File: config.mk
export PLATFORM = sky130hd
export DESIGN_NAME = framed_command_drive_mixer_core
export DESIGN_NICKNAME = d
export VERILOG_FILES = /design/src/hw/rtl/fcdm_pkg.sv /design/src/hw/rtl/fcdm_frame_front.sv /design/src/hw/rtl/fcdm_queue.sv /design/src/hw/rtl/fcdm_mix_back.sv /design/src/hw/rtl/framed_command_drive_mixer_core.sv
export SDC_FILE = /design/constraint.sdc
export NUM_CORES = 1
export LEC_CHECK = 0
export ABC_AREA = 0
export BUFFER_PORTS_ARGS = -buffer_cell sky130_fd_sc_hd__buf_2
export CORE_ASPECT_RATIO = 0.5
export CORE_MARGIN = 2
export CORE_UTILIZATION = 55
export DETAILED_ROUTE_END_ITERATION = 8
export PLACE_DENSITY = 0.73
export SYNTH_ARGS = -nofsm -noshare
export SYNTH_HDL_FRONTEND = slang
export SYNTH_HIERARCHICAL = 1
export SYNTH_SLANG_ARGS = --single-unit
File: constraint.sdc
create_clock -name clk -period 4.46 [get_ports clk]
set_input_delay 0.446 -clock clk [delete_from_list [all_inputs] [get_ports clk]]
set_output_delay 0.446 -clock clk [all_outputs]
set_load 0.1 [all_outputs]
File: src/hw/rtl/fcdm_pkg.sv
// Shared types and constants for the framed command drive mixer.
package fcdm_pkg;

  // Framing bytes
  localparam logic [7:0] START_BYTE = 8'hFF;
  localparam logic [7:0] STOP_BYTE  = 8'hFE;

  // Configuration register indexes
  localparam logic [7:0] CFG_FORWARD_CENTER = 8'd0;
  localparam logic [7:0] CFG_TURN_CENTER    = 8'd1;

  // Reset values of the centre registers
  localparam logic [7:0] FORWARD_CENTER_RST = 8'd127;
  localparam logic [7:0] TURN_CENTER_RST    = 8'd125;

  // abs*10000/126 == floor(abs*5000/63) == (abs*MAG_MUL) >> MAG_SHIFT, exact for abs <= 510
  localparam int          MAG_SHIFT = 20;
  localparam logic [26:0] MAG_MUL   = 27'd83220318;

  // Frame position while assembling
  typedef enum logic [2:0] {
    POS_HUNT = 3'd0,
    POS_D1   = 3'd1,
    POS_D2   = 3'd2,
    POS_D3   = 3'd3,
    POS_D4   = 3'd4,
    POS_STOP = 3'd5
  } pos_t;

  // Data bytes of one complete frame
  typedef struct packed {
    logic [7:0] b1;
    logic [7:0] b2;
    logic [7:0] b3;
    logic [7:0] b4;
  } frame_t;

  // Queue status toward both sides
  typedef struct packed {
    logic full;
    logic empty;
  } q_status_t;

  // One drive result
  typedef struct packed {
    logic [15:0] left_compare;
    logic [15:0] right_compare;
    logic        left_forward;
    logic        right_forward;
    logic [7:0]  aux_byte_three;
    logic [7:0]  aux_byte_four;
  } result_t;

endpackage

File: src/hw/rtl/fcdm_frame_front.sv
// Front end: tracks frame position, holds data bytes, pushes complete frames.
module fcdm_frame_front (
  input  logic              clk,
  input  logic              rst_n,
  input  logic              accept,
  input  logic [7:0]        rx_byte,
  output logic              push,
  output fcdm_pkg::frame_t  frame
);

  fcdm_pkg::pos_t pos_r, pos_nxt;
  logic [7:0] b1_r, b2_r, b3_r, b4_r;
  logic       ld1, ld2, ld3, ld4;

  // Next position
  always_comb begin
    pos_nxt = pos_r;
    if (accept) begin
      case (pos_r)
        fcdm_pkg::POS_D1: pos_nxt = fcdm_pkg::POS_D2;
        fcdm_pkg::POS_D2: pos_nxt = fcdm_pkg::POS_D3;
        fcdm_pkg::POS_D3: pos_nxt = fcdm_pkg::POS_D4;
        fcdm_pkg::POS_D4: pos_nxt = fcdm_pkg::POS_STOP;
        default:          pos_nxt = fcdm_pkg::POS_HUNT;
      endcase
      // start byte restarts the frame from any position
      if (rx_byte == fcdm_pkg::START_BYTE) begin
        pos_nxt = fcdm_pkg::POS_D1;
      end
    end
  end

  // Decode loads and frame push
  always_comb begin
    ld1  = 1'b0;
    ld2  = 1'b0;
    ld3  = 1'b0;
    ld4  = 1'b0;
    push = 1'b0;
    case (pos_r)
      fcdm_pkg::POS_D1:   ld1  = accept;
      fcdm_pkg::POS_D2:   ld2  = accept;
      fcdm_pkg::POS_D3:   ld3  = accept;
      fcdm_pkg::POS_D4:   ld4  = accept;
      fcdm_pkg::POS_STOP: push = accept && (rx_byte == fcdm_pkg::STOP_BYTE);
      default: ;
    endcase
  end

  // Hold position
  always_ff @(posedge clk) begin
    if (!rst_n) begin
      pos_r <= fcdm_pkg::POS_HUNT;
    end else begin
      pos_r <= pos_nxt;
    end
  end

  // Capture data bytes
  always_ff @(posedge clk) begin
    if (ld1) b1_r <= rx_byte;
    if (ld2) b2_r <= rx_byte;
    if (ld3) b3_r <= rx_byte;
    if (ld4) b4_r <= rx_byte;
  end

  assign frame = '{b1: b1_r, b2: b2_r, b3: b3_r, b4: b4_r};

endmodule

File: src/hw/rtl/fcdm_queue.sv
// Small register queue of complete frames between front and back.
module fcdm_queue #(
  parameter int DEPTH = 2
) (
  input  logic                 clk,
  input  logic                 rst_n,
  input  logic                 push,
  input  fcdm_pkg::frame_t     wr_data,
  input  logic                 pop,
  output fcdm_pkg::frame_t     rd_data,
  output fcdm_pkg::q_status_t  status
);

  localparam int AW = (DEPTH > 1) ? $clog2(DEPTH) : 1;
  localparam int CW = $clog2(DEPTH + 1);

  fcdm_pkg::frame_t mem_r [DEPTH];
  logic [AW-1:0] wr_ptr_r, wr_ptr_nxt, rd_ptr_r, rd_ptr_nxt;
  logic [CW-1:0] count_r, count_nxt;
  logic          do_push, do_pop;

  assign status.full  = (count_r == CW'(DEPTH));
  assign status.empty = (count_r == '0);
  assign do_push = push && !status.full;
  assign do_pop  = pop && !status.empty;
  assign rd_data = mem_r[rd_ptr_r];

  // Advance pointers and count
  always_comb begin
    wr_ptr_nxt = wr_ptr_r;
    rd_ptr_nxt = rd_ptr_r;
    count_nxt  = count_r;
    if (do_push) begin
      wr_ptr_nxt = (wr_ptr_r == AW'(DEPTH - 1)) ? '0 : wr_ptr_r + 1'b1;
    end
    if (do_pop) begin
      rd_ptr_nxt = (rd_ptr_r == AW'(DEPTH - 1)) ? '0 : rd_ptr_r + 1'b1;
    end
    if (do_push && !do_pop) begin
      count_nxt = count_r + 1'b1;
    end else if (do_pop && !do_push) begin
      count_nxt = count_r - 1'b1;
    end
  end

  always_ff @(posedge clk) begin
    if (!rst_n) begin
      wr_ptr_r <= '0;
      rd_ptr_r <= '0;
      count_r  <= '0;
    end else begin
      wr_ptr_r <= wr_ptr_nxt;
      rd_ptr_r <= rd_ptr_nxt;
      count_r  <= count_nxt;
    end
  end

  // Store entries
  always_ff @(posedge clk) begin
    if (do_push) mem_r[wr_ptr_r] <= wr_data;
  end

endmodule

File: src/hw/rtl/fcdm_mix_back.sv
// Back end: mixes forward and turn, scales magnitudes, drives the result register.
module fcdm_mix_back (
  input  logic               clk,
  input  logic               rst_n,
  input  logic               q_valid,
  input  fcdm_pkg::frame_t   q_frame,
  output logic               q_pop,
  input  logic [7:0]         forward_center,
  input  logic [7:0]         turn_center,
  output logic               res_valid,
  input  logic               res_ready,
  output fcdm_pkg::result_t  res
);

  logic signed [10:0] fwd, trn, left, right;
  logic [8:0]  abs_l, abs_r;

  logic        s1_v_r;
  logic [8:0]  s1_abs_l_r, s1_abs_r_r;
  logic        s1_fwd_l_r, s1_fwd_r_r;
  logic [7:0]  s1_b3_r, s1_b4_r;

  logic [35:0] prod_l, prod_r;
  logic        out_v_r;
  fcdm_pkg::result_t res_r;
  logic        adv_out, s1_load;

  // Mix around centres and take magnitudes
  always_comb begin
    fwd   = $signed({3'b000, q_frame.b1}) - $signed({3'b000, forward_center});
    trn   = $signed({3'b000, q_frame.b2}) - $signed({3'b000, turn_center});
    left  = fwd + trn;
    right = fwd - trn;
    abs_l = left[10]  ? 9'(-left)  : left[8:0];
    abs_r = right[10] ? 9'(-right) : right[8:0];
  end

  // Stall control
  assign adv_out = !out_v_r || res_ready;
  assign s1_load = !s1_v_r || adv_out;
  assign q_pop   = q_valid && s1_load;

  always_ff @(posedge clk) begin
    if (!rst_n) begin
      s1_v_r  <= 1'b0;
      out_v_r <= 1'b0;
    end else begin
      if (s1_load) s1_v_r <= q_valid;
      if (adv_out) out_v_r <= s1_v_r;
    end
  end

  // Mix stage register
  always_ff @(posedge clk) begin
    if (q_pop) begin
      s1_abs_l_r <= abs_l;
      s1_abs_r_r <= abs_r;
      s1_fwd_l_r <= !left[10];
      s1_fwd_r_r <= !right[10];
      s1_b3_r    <= q_frame.b3;
      s1_b4_r    <= q_frame.b4;
    end
  end

  // Scale by reciprocal multiply
  assign prod_l = 36'(s1_abs_l_r) * 36'(fcdm_pkg::MAG_MUL);
  assign prod_r = 36'(s1_abs_r_r) * 36'(fcdm_pkg::MAG_MUL);

  always_ff @(posedge clk) begin
    if (adv_out && s1_v_r) begin
      res_r.left_compare   <= prod_l[fcdm_pkg::MAG_SHIFT +: 16];
      res_r.right_compare  <= prod_r[fcdm_pkg::MAG_SHIFT +: 16];
      res_r.left_forward   <= s1_fwd_l_r;
      res_r.right_forward  <= s1_fwd_r_r;
      res_r.aux_byte_three <= s1_b3_r;
      res_r.aux_byte_four  <= s1_b4_r;
    end
  end

  assign res_valid = out_v_r;
  assign res       = res_r;

endmodule

File: src/hw/rtl/framed_command_drive_mixer_core.sv
// A completed frame passes the frame queue, the mix stage register and the result register.
// Throughput: one byte per cycle; in_ready falls only while the frame queue is full,
// which happens when results are not being taken and QUEUE_DEPTH frames are waiting.
// Configuration writes are taken every cycle (cfg_ready is always high).
// Reset (rst_n low, synchronous): frame hunting, queue and pipeline empty,
// forward centre 127, turn centre 125.
module framed_command_drive_mixer_core #(
  parameter int QUEUE_DEPTH = 2
) (
  input  logic        clk,
  input  logic        rst_n,
  input  logic        in_valid,
  output logic        in_ready,
  input  logic [7:0]  in_rx_byte,
  output logic        out_valid,
  input  logic        out_ready,
  output logic [15:0] out_left_compare,
  output logic [15:0] out_right_compare,
  output logic        out_left_forward,
  output logic        out_right_forward,
  output logic [7:0]  out_aux_byte_three,
  output logic [7:0]  out_aux_byte_four,
  input  logic        cfg_valid,
  output logic        cfg_ready,
  input  logic [7:0]  cfg_index,
  input  logic [7:0]  cfg_data
);

  logic [7:0] forward_center_r, turn_center_r;
  logic                 in_accept, q_push, q_pop;
  fcdm_pkg::frame_t     push_frame, pop_frame;
  fcdm_pkg::q_status_t  q_stat;
  fcdm_pkg::result_t    res;

  // Configuration registers
  assign cfg_ready = 1'b1;

  always_ff @(posedge clk) begin
    if (!rst_n) begin
      forward_center_r <= fcdm_pkg::FORWARD_CENTER_RST;
      turn_center_r    <= fcdm_pkg::TURN_CENTER_RST;
    end else if (cfg_valid && cfg_ready) begin
      if (cfg_index == fcdm_pkg::CFG_FORWARD_CENTER) forward_center_r <= cfg_data;
      if (cfg_index == fcdm_pkg::CFG_TURN_CENTER)    turn_center_r    <= cfg_data;
    end
  end

  assign in_ready  = !q_stat.full;
  assign in_accept = in_valid && in_ready;

  fcdm_frame_front u_front (
    .clk     (clk),
    .rst_n   (rst_n),
    .accept  (in_accept),
    .rx_byte (in_rx_byte),
    .push    (q_push),
    .frame   (push_frame)
  );

  fcdm_queue #(.DEPTH(QUEUE_DEPTH)) u_queue (
    .clk     (clk),
    .rst_n   (rst_n),
    .push    (q_push),
    .wr_data (push_frame),
    .pop     (q_pop),
    .rd_data (pop_frame),
    .status  (q_stat)
  );

  fcdm_mix_back u_back (
    .clk            (clk),
    .rst_n          (rst_n),
    .q_valid        (!q_stat.empty),
    .q_frame        (pop_frame),
    .q_pop          (q_pop),
    .forward_center (forward_center_r),
    .turn_center    (turn_center_r),
    .res_valid      (out_valid),
    .res_ready      (out_ready),
    .res            (res)
  );

  assign out_left_compare   = res.left_compare;
  assign out_right_compare  = res.right_compare;
  assign out_left_forward   = res.left_forward;
  assign out_right_forward  = res.right_forward;
  assign out_aux_byte_three = res.aux_byte_three;
  assign out_aux_byte_four  = res.aux_byte_four;

  // A frame is never pushed into a full queue
  a_no_push_full: assert property (@(posedge clk) disable iff (!rst_n)
    q_push |-> !q_stat.full)
    else $error("frame pushed into full queue");

  // Queue cannot be full and empty at once
  a_status_sane: assert property (@(posedge clk) disable iff (!rst_n)
    !(q_stat.full && q_stat.empty))
    else $error("queue status inconsistent");

  // A reverse drive always has a nonzero magnitude
  a_reverse_nonzero: assert property (@(posedge clk) disable iff (!rst_n)
    (out_valid && (!out_left_forward || !out_right_forward)) |->
      ((out_left_forward || out_left_compare != 16'd0) &&
       (out_right_forward || out_right_compare != 16'd0)))
    else $error("reverse flag with zero magnitude");

  // Magnitudes stay within the scaled range
  a_mag_range: assert property (@(posedge clk) disable iff (!rst_n)
    out_valid |-> (out_left_compare <= 16'd40476 && out_right_compare <= 16'd40476))
    else $error("compare value out of range");

endmodule
Yosys cells after proc, flatten, opt, wreduce, memory -nomap -nowiden
Memory sizes are Yosys's and may differ from the RTL's. A register that Yosys moved wholly into a read port is not among the register bits.
Index checks and enable logic that the tools add are counted.
{ "totals": {"ff_bits": 143, "ram_bits": 64, "in_bits": 29, "output_inout_bits": 53, "wordCells": 86, "mem_count": 1} }
{ "memory_table": {"columns": ["memory", "words", "width", "rd", "rd_clocked_by_memory_dff", "wr", "line_no", "rtl"], "rows": [
  ["u_queue.mem_r", 2, 32, 1, 1, 1, "fcdm_queue.sv:17", "fcdm_pkg::frame_t mem_r [DEPTH];"]
]} }
{ "op_classes": {"n_addsub": 10, "mul": 2, "eq_ne": 9, "mux": 17, "reduce_logical": 23} }
{ "ops": {"columns": ["operator", "n"], "rows": [
  ["9-bit by 26-bit multiplier with 35-bit output, second input constant", 2],
  ["9-bit two-way mux", 2],
  ["9-bit negation", 2],
  ["8-bit by 8-bit subtractor with 9-bit output", 2],
  ["8-bit == test, second input constant", 2],
  ["3-bit case mux with 4 select lines", 1],
  ["1-bit two-way mux", 11],
  ["9-bit by 9-bit adder with 10-bit output", 1],
  ["9-bit by 9-bit subtractor with 10-bit output", 1],
  ["8-bit by 1-bit == test with 1-bit output, second input constant", 1],
  ["1-bit logical AND", 8],
  ["1-bit zero test", 8],
  ["8-bit zero test", 1],
  ["3-bit by 2-bit == test with 1-bit output, second input constant", 2],
  ["3-bit == test, second input constant", 2],
  ["2-bit two-way mux", 2],
  ["2-bit AND reduction", 2],
  ["3-bit by 1-bit == test with 1-bit output, second input constant", 1],
  ["3-bit two-way mux", 1],
  ["1-bit adder, second input constant", 2],
  ["2-bit by 1-bit adder with 2-bit output, second input constant", 1],
  ["2-bit == test, second input constant", 1],
  ["2-bit zero test", 1],
  ["1-bit logical OR", 2],
  ["other kinds (2)", 2]
]} }

Longest topological paths before layout
{ "logic_depth": {"depth_word": 10, "depth_mapped": 22} }

Cells and area by module
Netlist, hierarchy kept.
{ "modules_own_cells": {"columns": ["module", "n_inst", "cells_per_inst", "area_each_um2", "seq_area_each_um2"], "rows": [
  ["fcdm_mix_back", 1, 1018, 10523.8, 2592.5],
  ["fcdm_queue", 1, 125, 2536.2, 2021.9],
  ["fcdm_frame_front", 1, 62, 1214.9, 1021.0],
  ["framed_command_drive_mixer_core", 1, 70, 720.7, 320.3]
]} }

Least setup slack after synthesis
OpenSTA, ideal clock, no wires.
{ "synth_path": {"path_kind": "register to register", "startpoint": "reg u_back.out_v_r, in the netlist u_back/res_valid", "endpoint": "reg u_queue.count_r[1]", "t_arrival_ns": 4.943, "required_ns": 4.390, "setup_slack_ns": -0.553, "stages_incl_launch_ff": 7, "period_less_slack_ns": 5.013, "cell_sequence": "dfxtp_1 -> nor2b_1 -> a21boi_0 -> o21ai_1 -> ha_1 -> or3_1 -> a21boi_1"} }
{ "synth_between": {"elab_chain_len": 8, "elab_cells_between_ends": 10, "cone_classes": "1 x mux; 9 x reduce/logical"} }
{ "synth_lines": {"columns": ["element", "line_no", "rtl"], "rows": [
  ["start: declaration", "fcdm_mix_back.sv:24", "logic out_v_r;"],
  ["start signal: assignment", "fcdm_mix_back.sv:49", "if (adv_out) out_v_r <= s1_v_r;"],
  ["1-bit zero test (*)", "fcdm_mix_back.sv:39", "assign adv_out = !out_v_r || res_ready;"],
  ["1-bit logical OR (*)", "fcdm_mix_back.sv:39", null],
  ["1-bit logical OR (*)", "fcdm_mix_back.sv:40", "assign s1_load = !s1_v_r || adv_out;"],
  ["1-bit logical AND (*)", "fcdm_mix_back.sv:41", "assign q_pop = q_valid && s1_load;"],
  ["net q_pop", "framed_command_drive_mixer_core.sv:30", "logic in_accept, q_push, q_pop;"],
  ["1-bit logical AND (*)", "fcdm_queue.sv:25", "assign do_pop = pop && !status.empty;"],
  ["1-bit zero test", "fcdm_queue.sv:39", "if (do_push && !do_pop) begin"],
  ["1-bit logical AND", "fcdm_queue.sv:39", null],
  ["2-bit two-way mux / 2-bit nonzero test (equally long branches)", null, null],
  ["end signal: assignment", "fcdm_queue.sv:54", "count_r <= count_nxt;"],
  ["end: declaration", "fcdm_queue.sv:19", "logic [CW-1:0] count_r, count_nxt;"]
]} }
Mark *: on every way through the listed nets, which the timed path passes. The rest lies on a longest branch.
A chain may end at the register's enable or synchronous reset.

Final worst setup path
{ "layout_path": {"startpoint": "reg u_back.s1_abs_r_r[5]", "endpoint": "reg u_back.res_r, in the netlist u_back/res[32] (data pin)"} }
{ "layout_between": {"elab_chain_len": 1} }
{ "layout_lines": {"columns": ["element", "line_no", "rtl"], "rows": [
  ["start: declaration", "fcdm_mix_back.sv:19", "logic [8:0] s1_abs_l_r, s1_abs_r_r;"],
  ["start signal: assignment", "fcdm_mix_back.sv:57", "s1_abs_r_r <= abs_r;"],
  ["9-bit by 26-bit multiplier with 35-bit output", "fcdm_mix_back.sv:67", "assign prod_r = 36'(s1_abs_r_r) * 36'(fcdm_pkg::MAG_MUL);"],
  ["net u_back.prod_r[34]", "fcdm_mix_back.sv:23", "logic [35:0] prod_l, prod_r;"],
  ["end: declaration", "fcdm_mix_back.sv:25", "fcdm_pkg::result_t res_r;"]
]} }
The timed path passes the listed nets, and every way through them passes these cells.

==> summary.md <==
| Metric | Value |
|---|---|
| Area delta synth->final | `22.4%` |
| Post-layout util | `0.690` |
| Worst slew pin tran | `0.885 ns` |
| Syn avg cell area | `approximately 12 um^2` |
| Leakage | `8.28 nW` |
| Starting DRC count in detailed routing | `around 450` |
| Post-Syn Area | `15000 um^2` |
| Detailed-route wire length per cell | `16.7 um` |
| Final Hold Vio Count | `0` |
| Post-synth EDFFs | `about 180` |
| Hold_buf cts | `0` |
| Place WS | `-0.361 ns` |
| Clock-pin transition on the worst setup and hold timing paths | `~0.060 ns` |
| Largest net degree at the start of global routing | `37` |
| Data arrival time of the critical path | `5.08 ns` |
| Worst hold path class | `primary input to register` |
| Layout net count | `1841` |
| Pwr Density | `208 nW/um^2` |
| Die H | `121 um` |
| Most frequent cells in the layout | `242 x inv_1, 181 x edfxtp_1, 159 x buf_4` |
| Commonest non-fill, non-tap cell in the layout | `inv_1` |
| Fin crit period | `4.80 ns` |
| Maximum VDD drop | `0.000306 V` |
| CP startpoint kind | `register` |
| Antenna violations before repair | `0` |
| Post-synth top flop | `edfxtp_1` |
| # port buffers | `80` |
| WP data required | `4.74 ns` |
| Failing checks | `setup timing` |
| Drt total wl | `31.6 mm` |
| Fin Clk Skew | `0.0114 ns` |
| Fmax achieved | `208 MHz` |
| Ys async rst share | `0` |
| Layout cells sized above 1 | `0.295` |
| Core area | `26600 um^2` |
| CP max-delay cell | `fa_1` |
| Htree depth | `1` |
| Finished Cell Area | `18400 um^2` |
| Clock tree sinks | `207` |
| Syn_nets | `between 1500 and 2000` |
| CTS Buf Count | `20` |
| Die W | `238 um` |
| Final worst slack | `-0.338 ns` |
| Register area share after synthesis | `0.397` |
| Mapped Cells | `1275` |
| Root buffer cell | `clkbuf_16` |
| Total gr overflow | `0` |
| Yosys reg bits | `207` |
| Setup violations, final | `18` |
| Top cells by area in the synthesized netlist | `edfxtp_1 36%, fa_1 15%, ha_1 14%` |
| Final ANT Viol Nets | `0` |
| Max cap viols | `0` |
| Clk buf depth | `3` |
| RePlAce Congestion | `a little over 0.9` |
| TritonRoute pass-1 iters | `7` |
| Avg Vias per Cell | `between 5 and 6` |
| Core Rows | `42` |
| Crit Path Class | `register to register` |
| Worst-path fanout max | `4` |
| Global-route wire length before repair | `51.0 mm` |
| Largest stage delay, worst path | `between 0.6 and 0.7 ns` |
| Post-synth top area share | `0.362` |
| Tot Pwr | `between 3 and 4 mW` |
| Family with the most delay on the worst path | `adder cells` |
| Num ports | `82` |
| Crit. End Element | `register` |
| TritonCTS clock tree | `built` |
| Worst Path Buf+Inv | `5` |
| Total track usage | `0.225` |
| Ant. Diodes | `0` |
| Yosys warns | `6` |
| Final period utilization | `1.08` |
| Slew Limit Fails | `0` |
| Top cell type by total area after synthesis | `edfxtp_1` |
| Filler Cells Inserted | `1912` |
| Sequence of cells on the critical path | `fa_1, inv_1, fa_2, inv_2, fa_1, inv_2, fa_1, inv_2, ha_4, nand4_1, nor4_2, a32oi_1, o21ai_2, buf_6, a31oi_4, o21ai_4, a31oi_4, xnor2_1` |
| Worst-skew pair later-pin latency | `0.53 ns` |
| Via count of the first global-routing pass | `between 10000 and 15000` |
| Slew margin rel. | `0.408` |
| Outcome | `finished with violations` |
| Yosys cell types | `78` |
| Unrepaired setup endpoints after global routing | `true` |
| Half-perimeter wire length after placement | `24.9 mm` |
| Post-DP Area | `17000 um^2` |
| # DRC | `0` |
| Die Area | `~29000 um^2` |
| Starting density of the core | `0.564` |
| Via count | `~10000` |
==> path summary, 6_finish.rpt <==
check,start,end,slack (ns),cells past startpoint
setup / recovery,u_back/s1_abs_r_r[5]$_DFFE_PP_,u_back/res[32]$_DFFE_PP_,-0.34,18
hold / removal,in_rx_byte[7],u_front/b2_r[7]$_DFFE_PP_,0.17,1
setup reg to reg,u_back/s1_abs_r_r[5]$_DFFE_PP_,u_back/res[32]$_DFFE_PP_,-0.34,18
hold reg to reg,u_back/s1_b3_r[5]$_DFFE_PP_,u_back/res[13]$_DFFE_PP_,0.41,0
==> what timing repair did <==
action,in CTS,in global routing
resized for setup,45,72
pin swaps,38,54
hold endpoints to repair,0,0
buffers inserted,22,10
setup endpoints to repair,22,38
==> synthesized netlist by cell type, types with 5 or more instances <==
cell type  number
edfxtp_1      181
nand4_1        11
o21ai_0        30
nand2_1        29
a21o_1         23
dfxtp_1        26
o211ai_1        5
a21oi_1        48
nor2b_1        33
clkbuf_1        7
buf_2           5
inv_1         259
xor2_1         21
ha_1          171
o21bai_1       23
nor3_1         10
and3_1          6
mux2i_1        17
a31oi_1         8
xnor2_1        49
nand3_1        13
or2_2           8
and2_1          5
mux2_1          5
o21a_1          9
fa_1          114
mux2_2         29
nand2b_1        8
nor2_1         45
==> cell type report <==
class                      instances  area [um^2]  share of cell area
tap                              352          440              0.0240
inverter                         260          976              0.0532
timing repair buffer             250         1720              0.0936
sequential                       207         5960               0.324
multi-input combinational        788         8620               0.470
clock inverter                    11          125             0.00681
clock buffer                      25          519              0.0283
==> sequential cells by signal, summed over array words and instances, names as in the netlist, named ones only <==
signal and flops:
u_back/s1_abs_l_r 8, u_queue/count_r 2, u_back/s1_b4_r 8, u_front/b3_r 8
u_queue/wr_ptr_r 1, u_back/s1_abs_r_r 9, u_back/s1_v_r 1, u_back/s1_fwd_l_r 1
u_front/b2_r 8, u_front/b4_r 8, u_back/res 50, u_front/pos_r 3
u_back/res_valid 1, forward_center_r 8, u_back/s1_b3_r 8, u_back/s1_fwd_r_r 1
turn_center_r 8, u_queue/mem_r 64, u_front/b1_r 8, u_queue/rd_ptr_r 1
==> power breakdown <==
| group | total [mW] | internal [mW] | switching, mW |
|---|---|---|---|
| registers | 2.09 | 2.09 | 0.00442 |
| logic | 0.0553 | 0.0226 | 0.0327 |
| clock network | 1.66 | 0.907 | 0.756 |
==> through the flow <==
| stage | hold WS [ns] | std cells | setup TNS, ns |
|---|---|---|---|
| floorplan | 0.400 | 1275 | -0.188 |
| global placement | 0.403 | 1834 | -2.97 |
| detailed placement | 0.405 | 1834 | -3.85 |
| CTS | 0.149 | 1892 | -2.68 |
| global route | 0.158 | 1893 | -8.38 |
| finish | 0.173 | 1893 | -4.03 |
==> worst register-to-register path: stages, from the launching register on <==
cell and delay, ns:
edfxtp_1 0.52, fa_1 0.61, inv_1 0.06, fa_2 0.53, inv_2 0.05, fa_1 0.49, inv_2 0.05, fa_1 0.52
inv_2 0.07, ha_4 0.28, nand4_1 0.13, nor4_2 0.26, a32oi_1 0.17, o21ai_2 0.09, buf_6 0.14, a31oi_4 0.14
o21ai_4 0.20, a31oi_4 0.12, xnor2_1 0.14
==> routing by layer <==
| layer | vias to the layer above | share of wire | track usage |
|---|---|---|---|
| met5 | - | 0 | 0 |
| met4 | 0 | 0.013 | 0.0354 |
| met3 | 34 | 0.035 | 0.0379 |
| met2 | 144 | 0.49 | 0.388 |
| met1 | 4873 | 0.46 | 0.307 |
| li1 | 4814 | - | - |
==> kinds of logic after synthesis <==
group / Yosys count / synth area share
buffers and inverters: 280 / 0.0739
flip-flops: 207 / 0.397
adder cells (fa/ha/maj): 285 / 0.295
other: 1 / 0.000250
multiplexers: 51 / 0.0369
AO/OA/AOI/OAI: 190 / 0.0865
AND/OR/NAND/NOR: 191 / 0.0695
XOR/XNOR: 70 / 0.0409
Power figures use the tool's default switching activity.
